## config.mk

```make
export PLATFORM = sky130hd
export DESIGN_NAME = integer_square_root_unit_flat
export DESIGN_NICKNAME = d
export VERILOG_FILES = /design/src/sv/isq_pkg.sv /design/src/sv/isq_in_if.sv /design/src/sv/isq_out_if.sv /design/src/sv/integer_square_root_unit.sv /design/src/flat_wrapper.sv
export SDC_FILE = /design/constraint.sdc
export NUM_CORES = 1
export LEC_CHECK = 0
export BUFFER_PORTS_ARGS = -buffer_cell sky130_fd_sc_hd__buf_2
export CAP_MARGIN = 10
export CORE_UTILIZATION = 41
export DETAILED_ROUTE_END_ITERATION = 12
export PLACE_DENSITY = 0.6
export SETUP_SLACK_MARGIN = 0.4
export SYNTH_ARGS = -nofsm -noshare
export SYNTH_HDL_FRONTEND = slang
export SYNTH_SLANG_ARGS = --single-unit
export TNS_END_PERCENT = 50
```

## constraint.sdc

```tcl
create_clock -name clk -period 31.4 [get_ports clk]
set_input_delay 4.71 -clock clk [delete_from_list [all_inputs] [get_ports clk]]
set_output_delay 4.71 -clock clk [all_outputs]
set_load 0.005 [all_outputs]
```

## src/sv/isq_pkg.sv

```systemverilog
// ----------------------------------------------------------------------------
// isq_pkg
// Widths and the per-bit step of the integer square root pipeline.
// ----------------------------------------------------------------------------
package isq_pkg;

  // Width of the radicand in bits (2..62).
  localparam int RADICAND_BITS = 31;
  // Root bits produced by the search, one per pipeline stage.
  localparam int ROOT_BITS     = (RADICAND_BITS + 1) / 2;
  // Remainder and trial width: holds the radicand and any partial square.
  localparam int REM_BITS      = 2 * ROOT_BITS;
  // Width of the root field on the result channel.
  localparam int ROOT_W        = 16;
  // Root padded so the field can always be cut from its low end.
  localparam int ROOT_EXT      = (ROOT_BITS > ROOT_W) ? ROOT_BITS : ROOT_W;

  typedef logic [RADICAND_BITS-1:0] radicand_t;
  typedef logic [ROOT_W-1:0]        root_field_t;
  typedef logic [ROOT_BITS-1:0]     root_t;
  typedef logic [REM_BITS-1:0]      rem_t;

  // Remainder and partial root carried from stage to stage.
  typedef struct packed {
    rem_t  rem;
    root_t root;
  } isq_work_t;

endpackage

```

## src/sv/isq_in_if.sv

```systemverilog
// ----------------------------------------------------------------------------
// isq_in_if
// Radicand channel: valid/ready handshake with one radicand per item.
// ----------------------------------------------------------------------------
interface isq_in_if
  import isq_pkg::*;
  ();

  logic      valid;
  logic      ready;
  radicand_t radicand;

  modport source (output valid, output radicand, input ready);
  modport sink   (input valid, input radicand, output ready);

endinterface

```

## src/sv/isq_out_if.sv

```systemverilog
// ----------------------------------------------------------------------------
// isq_out_if
// Root channel: valid/ready handshake with one root per item.
// ----------------------------------------------------------------------------
interface isq_out_if
  import isq_pkg::*;
  ();

  logic        valid;
  logic        ready;
  root_field_t root;

  modport source (output valid, output root, input ready);
  modport sink   (input valid, input root, output ready);

endinterface

```

## src/sv/integer_square_root_unit.sv

```systemverilog
// ----------------------------------------------------------------------------
// integer_square_root_unit
// Floor square root of an unsigned radicand, one root bit per pipeline stage.
// ----------------------------------------------------------------------------
// Usage:
//   operand carries one radicand per item; result returns its floor square
//   root, one item out for each item in, in order.
//   There is one capture stage, then one stage per root bit. Each root-bit
//   stage does a single REM_BITS-wide compare and subtract against the
//   trial r*2^(b+1) + 4^b.
//   Throughput is one item per cycle while result is taken.
//   When the receiver holds result.ready low with a root waiting, the whole
//   pipeline freezes and operand.ready drops; nothing is lost or repeated.
//   Stages holding no item are filled as the pipeline advances.
//   Reset clears all stage valid bits; no item is in flight afterwards.
//   Radicand bits above RADICAND_BITS do not exist on the port. If the root
//   is wider than the root field, its low bits are returned.
// ----------------------------------------------------------------------------
module integer_square_root_unit
  import isq_pkg::*;
  (
  input  logic       clk,
  input  logic       rst,
  isq_in_if.sink     operand,
  isq_out_if.source  result
);

  // stage 0 captures the radicand, stage k+1 fixes root bit ROOT_BITS-1-k
  isq_work_t                work [0:ROOT_BITS];
  logic      [ROOT_BITS:0]  vld;
  logic                     advance;
  logic      [ROOT_EXT-1:0] root_ext;

  assign advance       = !vld[ROOT_BITS] || result.ready;
  assign operand.ready = advance;

  always_ff @(posedge clk) begin
    if (rst) begin
      vld <= '0;
    end else if (advance) begin
      vld <= {vld[ROOT_BITS-1:0], operand.valid};
    end
  end

  always_ff @(posedge clk) begin
    if (advance) begin
      work[0].rem  <= REM_BITS'(operand.radicand);
      work[0].root <= '0;
    end
  end

  for (genvar k = 0; k < ROOT_BITS; k++) begin : g_stage
    localparam int B = ROOT_BITS - 1 - k;

    rem_t  trial;
    logic  take;

    // root bits below B+1 are still zero, so OR places 4^B cleanly
    assign trial = (REM_BITS'(work[k].root) << (B + 1)) | (REM_BITS'(1) << (2 * B));
    assign take  = work[k].rem >= trial;

    always_ff @(posedge clk) begin
      if (advance) begin
        work[k+1].rem  <= take ? work[k].rem - trial : work[k].rem;
        work[k+1].root <= take ? (work[k].root | (ROOT_BITS'(1) << B)) : work[k].root;
      end
    end
  end

  assign root_ext     = ROOT_EXT'(work[ROOT_BITS].root);
  assign result.valid = vld[ROOT_BITS];
  assign result.root  = root_ext[ROOT_W-1:0];

endmodule

```

## src/flat_wrapper.sv

```systemverilog
// flat-port wrapper written by rule: the top's interface ports become plain ports
module integer_square_root_unit_flat import isq_pkg::*;
  (clk, rst, operand_valid, operand_radicand, operand_ready, result_valid, result_root, result_ready);
  isq_in_if operand_i ();
  isq_out_if result_i ();
  input  logic clk;
  input  logic rst;
  input wire logic [$bits(operand_i.valid)-1:0] operand_valid;
  input wire logic [$bits(operand_i.radicand)-1:0] operand_radicand;
  output wire logic [$bits(operand_i.ready)-1:0] operand_ready;
  output wire logic [$bits(result_i.valid)-1:0] result_valid;
  output wire logic [$bits(result_i.root)-1:0] result_root;
  input wire logic [$bits(result_i.ready)-1:0] result_ready;
  assign operand_i.valid = operand_valid;
  assign operand_i.radicand = operand_radicand;
  assign operand_ready = operand_i.ready;
  assign result_valid = result_i.valid;
  assign result_root = result_i.root;
  assign result_i.ready = result_ready;
  integer_square_root_unit u_core (.clk(clk), .rst(rst), .operand(operand_i), .result(result_i));
endmodule
```

* Word level (Yosys, flattened, before mapping) *
Memory sizes are Yosys's and may differ from the RTL's.
Index checks and enable logic that the tools add are counted.

word-level totals
  input port bits = 35
  flip-flop bits (word level) = 17
  memories = 1
  logic and storage cells = 70
  RAM bits = 816

cells by class
  reduce and logical (&&, ||, !) cells = 2
  magnitude comparators = 16
  muxes and demuxes = 34
  $add $sub $neg = 16

memories
  memory       depth  width  rd ports  clocked after memory_dff  wr ports  RTL line                        source
  u_core.work  17     48     17        0                         17        integer_square_root_unit.sv:29  isq_work_t work [0:ROOT_BITS];

operators by type and width
  cell              number
  $mux W32          16
  $ge A32 B17 Y1    1
  $ge A32 B18 Y1    1
  $ge A32 B19 Y1    1
  $ge A32 B20 Y1    1
  $ge A32 B21 Y1    1
  $ge A32 B22 Y1    1
  $ge A32 B23 Y1    1
  $ge A32 B24 Y1    1
  $ge A32 B25 Y1    1
  $ge A32 B26 Y1    1
  $ge A32 B27 Y1    1
  $ge A32 B28 Y1    1
  $ge A32 B29 Y1    1
  $ge A32 B30 Y1    1
  $ge A32 B31 Y1    1
  $ge A32 B32 Y1    1
  $sub A32 B17 Y32  1
  $sub A32 B18 Y32  1
  $sub A32 B19 Y32  1
  $sub A32 B20 Y32  1
  $sub A32 B21 Y32  1
  $sub A32 B22 Y32  1
  $sub A32 B23 Y32  1
  other kinds (27)  29

* Depth between registers and ports, before layout *
Gate-level depths: netlist of the first run.

  depth after elaboration = 4
  depth in mapped cells = 12
  gate-level depth less buffers = 10

* Worst setup path after synthesis of the first run *
No wires, ideal clock.

  path kind = input -> output
  start = input port result_ready
  end = output port operand_ready
  path buffers = 2
  cell stages on the path = 4
  data required time = 26690 ps
  arrival time = 22626 ps
  setup slack = 4064 ps
  path through = nor2b_1 -> clkbuf_1 -> clkinv_1 -> buf_1

on the way
  cells in the longest elaborated chain, start to end = 1

RTL lines
  item                RTL line                        source
  from (decl)         flat_wrapper.sv:13              input wire logic [$bits(result_i.ready)-1:0] result_ready;
  $logic_or A1 B1 Y1  integer_square_root_unit.sv:34  assign advance = !vld[ROOT_BITS] || result.ready;
  to (decl)           flat_wrapper.sv:10              output wire logic [$bits(operand_i.ready)-1:0] operand_ready;

Every way passes these cells.

* Final worst setup path of the first run *
Ends and elaborated chain as after synthesis.

==> results of run 1 <==
stage by stage:
stage / std cells / power, uW / utilization / setup WS (ns) / area, um2
2_1_floorplan: 2362 / 1830 / - / 4.06 / 30600
3_3_place_gp: 3335 / 1970 / 0.435 / 20.02 / 31900
3_5_place_dp: 3335 / 2000 / 0.435 / 19.97 / 31900
4_1_cts: 3460 / 2800 / 0.465 / 19.97 / 34200
5_1_grt: 3461 / 2930 / 0.465 / 20.62 / 34200
6_report: 3461 / 2780 / 0.465 / 20.75 / 34200
flip-flops by register name (all words and copies together) (netlist names):
register,count
u_core.work,647
u_core.vld,17
power by group through the flow:
stage	registers, uW	clock network [uW]	logic, uW
2_1_floorplan	1320	0	509
3_3_place_gp	1360	0	615
3_5_place_dp	1360	0	637
4_1_cts	1350	809	641
5_1_grt	1370	842	720
6_report	1350	787	642
worst max-delay path: cells and delay by family:
| family | cells | cell delay (ns) |
|---|---|---|
| and+or+nand+nor | 1 | 0.37 |
| buffers and inverters | 4 | 0.87 |
cell families after synthesis:
kind of cell,Yosys count,synth area share
xor+xnor,195,0.0561
other cells,1,0.000123
buf+inv,225,0.0290
compound gates,421,0.0836
mux,21,0.00748
simple gates,686,0.117
flops,664,0.646
fa+ha+maj,148,0.0605
synth_stat cells, types with 4 or more instances:
master,count
or4_1,6
edfxtp_1,647
nand2_1,160
nand2b_1,38
nor4_1,59
buf_2,13
a21o_1,33
o22ai_1,4
mux2_2,15
nor2_1,143
a21boi_0,6
o211ai_1,10
o211a_1,4
nor4b_1,27
xor2_1,94
a211oi_1,18
mux2i_1,6
nor3b_1,9
nand4_1,26
or3_1,24
o21ai_0,95
nand3b_1,7
xnor2_1,100
a2111oi_0,5
and3_1,9
ha_1,148
o21a_1,28
nor3_1,62
o31ai_1,13
or2_2,10
nand4b_1,6
nor2b_1,15
clkbuf_1,26
nand3_1,52
dfxtp_1,17
o21bai_1,12
a21oi_1,156
a31oi_1,12
and2_1,11
inv_1,176
layer usage:
layer,track usage,vias to the layer above
met3,0.0264,154
li1,-,8947
met4,0.0651,0
met2,0.305,420
met1,0.151,8779
met5,0,-
placed cells by master (no fill, tap or decap), types with 59 or more instances in the layout:
master and instances:
o21ai_0 95, nand2_1 160, inv_1 176, xnor2_1 100
nor3_1 62, xor2_1 94, ha_1 148, edfxtp_1 647
nor2_1 143, nor4_1 59, a21oi_1 154, clkbuf_16 71
cell type report:
type,count,area [um2]
clock inverters,37,378
repair buffers,62,348
fillers,6416,39300
flip-flops and latches,664,19800
well taps,959,1200
clock buffers,88,1840
multi-input cells,1473,9950
inverters,178,676
worst paths after layout:
kind                                      start                       endpoint  cells after the start
setup / recovery                   result_ready                  operand_ready                      5
setup reg to reg  u_core.work[11][35]$_DFFE_PP_  u_core.work[12][36]$_DFFE_PP_                      8
hold reg to reg    u_core.work[0][21]$_DFFE_PP_   u_core.work[1][21]$_DFFE_PP_                      0
hold / removal     u_core.work[0][21]$_DFFE_PP_   u_core.work[1][21]$_DFFE_PP_                      0
==> key figures, run 1 <==
Pwr
  • Sw Ratio: 0.298
  • Switching Power: 828 uW
  • Internal Power: 1950 uW
  • Pwr/cell area: 81.3 nW/um2
  • VDD IR-drop max: 48.3 uV
  • Combinational Power Share: 0.231
  • Leakage: 0.0135 uW
  • Clock power share: 0.283
  • Register share of total power: 0.485

Worst setup path
  • CP Capture Type: output pin
  • Slowest-stage cell, CP: nor2b_1
  • CP startpoint kind: input pin
  • Critical path peak fanout: 128
  • Most used cell, CP: buf_2
  • CP peak stage delay: 0.37 ns
  • Worst Path Required: 26.69 ns
  • Critical path data arrival time: 5.94 ns
  • Critical path cell sequence: buf_2 > nor2b_1 > buf_4 > inv_8 > buf_2
  • Reg2Reg Setup Slack: 27.18 ns
  • Worst Setup Path Type: in2out

Routing
  • Iter 0 DRT Violations: 1105
  • Avg Vias per Cell: 5.29
  • 1st-pass router iterations: 9
  • Antenna Violating Nets Remaining: 0
  • Via count: 18300
  • M1 wire length: 21.2 mm
  • Post-DR wirelength/cell: 16.5 um
  • DRC viols: 2
  • WL met3: 1.90 mm
  • DR top layer: met4
  • Drt total wl: 57.1 mm
  • Met2 WL: 31.9 mm

Final layout
  • # diodes: 0
  • Area grow syn2layout: 11.7%
  • Layout cell share with drive strength beyond 1: 0.0811
  • Nets: 2633

Synth
  • Area share of the largest cell type after synthesis: 0.635
  • Area leader, netlist: edfxtp_1
  • Synthesized area per cell: 13.0 um2
  • Most used flip-flop cell after synthesis: edfxtp_1
  • Asr flop ratio synth: 0
  • Post-synthesis sequential element count: 664
  • Ranking of synthesized cells by area: edfxtp_1 64%, ha_1 6.1%, xnor2_1 2.9%
  • Yosys Warn Count: 0
  • Mapped Area: 30600 um2
  • Number of enable flip-flop cells after synthesis: 647
  • Post-synth cell types: 74
  • Post-synthesis sequential area ratio: 0.646
  • Synth Instances: 2361

Place
  • Port bufs: 52
  • Detailed placer's ending HPWL: 40.7 mm
  • Routability Congestion: 1.02

Floorplan
  • Die area: 75700 um2
  • Io pins: 53
  • Core Footprint: 73500 um2
  • Die span in y: 275 um
  • Die W: 275 um
  • Starting Density: 0.416
  • Site row count: 99

Job
  • Max Cap Viol: 0

Worst hold path
  • Hold Crit Class: reg2reg

Global routing
  • Largest net degree at the start of global routing: 215
  • Total global-route track usage: 0.152
  • Vias in the first global route: 18800
  • Grt total ovfl: 0
  • First-pass GRT wire length: 92.0 mm
  • Initial antenna violation count: 0

Clock tree
  • Total clock sinks: 664
  • CTS tree: yes
  • CTS H-Tree Depth: 3
  • Total CTS buffers: 71
  • Clock Tree Root: clkbuf_16
  • Hold-fix buffers, CTS: 0
  • Total setup buffers inserted after CTS: 0
  • Post-CTS resize count: 0
  • Worst-path clk slew: 0.06 ns
  • Clk buf depth: 3
  • Clock latency at the later pin of the worst-skew pair: 0.63 ns

Timing
  • Final hold vios: 0
  • WHS: 0.418 ns
  • Period utilisation layout: 0.339
  • Max Slew Vio Count: 0
  • Final Skew: 0.0333 ns
  • Min cycle time layout: 10.65 ns
  • Fmax: 0.0939 GHz
  • RSZ-0062 raised after global routing: no
  • TNS Setup: 0 ns
  • Slew margin rel.: 0.232
  • Least-Margin Pin Slew: 1.15 ns
  • Final setup viols: 0

Status
  • Failing checks: DRC
  • Outcome: finished with violations
Note: power is estimated with default switching activity, not from simulation.
==> run 2, diff against run 1 <==
clock period = 10.8 ns   (was 31.4 ns; I/O delays follow)
==> run 2 against run 1 <==
Compared with the run above: the run still ends with DRC left; via count down 1.3%; global-route usage up 0.56 points; core utilization up 0.13 points; wire length up 1.5%; clock-buffer cell count down 5; critical path type is now in2reg; largest cell class unchanged; largest power group unchanged; highest routed layer unchanged.
==> key figures, run 2 (synthesis results as in run 1) <==
Timing
  • Max Slew Vio Count: 0
  • RSZ-0062 raised after global routing: no
  • WHS: 0.415 ns
  • Period utilisation layout: 0.438
  • Final setup viols: 0
  • Min cycle time layout: 4.73 ns
  • Final Skew: 0.0178 ns
  • Slew margin rel.: 0.261
  • Final hold vios: 0
  • Fmax: 0.212 GHz
  • TNS Setup: 0 ns
  • Least-Margin Pin Slew: 1.11 ns

Clock tree
  • Worst-path clk slew: 0.06 ns
  • Total clock sinks: 664
  • CTS tree: yes
  • Hold-fix buffers, CTS: 0
  • Post-CTS resize count: 0
  • Total CTS buffers: 70
  • CTS H-Tree Depth: 3
  • Clk buf depth: 3
  • Clock Tree Root: clkbuf_16
  • Clock latency at the later pin of the worst-skew pair: 0.62 ns
  • Total setup buffers inserted after CTS: 0

Pwr
  • Tot Pwr: 8180 uW
  • Pwr/cell area: 239 nW/um2
  • VDD IR-drop max: 137 uV
  • Leakage: 0.0135 uW

Worst setup path
  • Critical path cell sequence: buf_2 > nor2b_1 > buf_4 > inv_8 > buf_4 > buf_4 > buf_4
  • Worst Path Required: 11.05 ns
  • CP peak stage delay: 0.82 ns
  • CP startpoint kind: input pin
  • Critical path data arrival time: 4.98 ns
  • Slowest-stage cell, CP: buf_4
  • CP Capture Type: register
  • Most used cell, CP: buf_4
  • Critical path peak fanout: 130
  • Worst Setup Path Type: in2reg

Final layout
  • Layout cell share with drive strength beyond 1: 0.0818
  • Final cell count without fillers: 3466
  • Fin area: 34300 um2
  • Fill count: 6397
  • Largest reg by FF count: u_core.work
  • Area grow syn2layout: 12.0%
  • Most common cell after layout, fill and taps aside: edfxtp_1
  • # diodes: 0
  • Top Registers: u_core.work (647), u_core.vld (17)
  • Most frequent cells in the layout: 647 x edfxtp_1, 176 x inv_1, 160 x nand2_1
  • Nets: 2635
  • Largest register FFs: 647

Routing
  • Iter 0 DRT Violations: 1041
  • DR top layer: met4
  • Avg Vias per Cell: 5.21
  • Met2 WL: 32.7 mm
  • Antenna Violating Nets Remaining: 0
  • Drt total wl: 58.0 mm
  • Via count: 18100
  • 1st-pass router iterations: 9
  • DRC viols: 2
  • M1 wire length: 21.3 mm
  • Post-DR wirelength/cell: 16.7 um
  • WL met3: 1.61 mm

Global routing
  • Vias in the first global route: 18900
  • Largest net degree at the start of global routing: 131
  • Initial antenna violation count: 0
  • Total global-route track usage: 0.158
  • First-pass GRT wire length: 94.8 mm
  • Grt total ovfl: 0

Place
  • Detailed placer's ending HPWL: 41.7 mm
  • DP Area: 32000 um2
  • Placed Instances: 3339
  • Port bufs: 52
  • Routability Congestion: 0.928

Floorplan
  • Die span in y: 275 um
  • Io pins: 53
  • Site row count: 99
  • Die W: 275 um
  • Die area: 75700 um2
  • Starting Density: 0.416
  • Core Footprint: 73500 um2

Status
  • Outcome: finished with violations
  • Failing checks: DRC

Job
  • Max Cap Viol: 0

Worst hold path
  • Hold Crit Class: reg2reg
-- run 2: changes by cell type in the layout (fill, tap and decap cells not counted), sizes merged --
cell / delta
buf: +3
clkinvlp: +2
clkbuf: -5
bufinv: +5
inv: +2
clkinv: -2
-- run 2: metal layers --
| metal | up-vias | global-route usage |
|---|---|---|
| met5 | - | 0 |
| met4 | 0 | 0.0679 |
| met3 | 140 | 0.0270 |
| met2 | 280 | 0.320 |
| met1 | 8677 | 0.153 |
| li1 | 8974 | - |
-- run 2: worst max-delay path, delay by kind of cell --
family,cells,cell delay [ns]
buffers and inverters,6,3.15
AND/OR/NAND/NOR,1,0.03
-- run 2: path summary, 6_finish.rpt --
kind	from	to	slack, ns	depth (start not counted)
max	result_ready	u_core.work[5][29]$_DFFE_PP_	6.07	7
min	u_core.work[0][37]$_DFFE_PP_	u_core.work[1][37]$_DFFE_PP_	0.42	0
max reg2reg	u_core.work[11][15]$_DFFE_PP_	u_core.work[12][36]$_DFFE_PP_	6.64	9
min reg2reg	u_core.work[0][37]$_DFFE_PP_	u_core.work[1][37]$_DFFE_PP_	0.42	0
-- run 2: layout make-up --
type / count / area (um2) / share of cell area
Clock buffer: 83 / 1800 / 0.0526
Inverter: 178 / 676 / 0.0197
Tap cell: 959 / 1200 / 0.0350
Timing Repair Buffer: 65 / 358 / 0.0104
Sequential cell: 664 / 19800 / 0.577
Multi-Input combinational cell: 1473 / 9950 / 0.291
Clock inverter: 44 / 502 / 0.0146
-- run 2: power by group --
part | internal (uW) | switching, uW | leakage [uW]
combinational | 843 | 1030 | 0.00567
sequential | 3540 | 372 | 0.00673
clock | 1380 | 1020 | 0.00111
total | 5770 | 2410 | 0.0135
-- run 2: per-stage QoR --
| step | setup WS, ns | util |
|---|---|---|
| after floorplan | 2.96 | - |
| after global placement | 5.46 | 0.435 |
| after detailed placement | 5.35 | 0.435 |
| after CTS | 6.03 | 0.466 |
| after global routing | 5.76 | 0.466 |
| final | 6.07 | 0.466 |
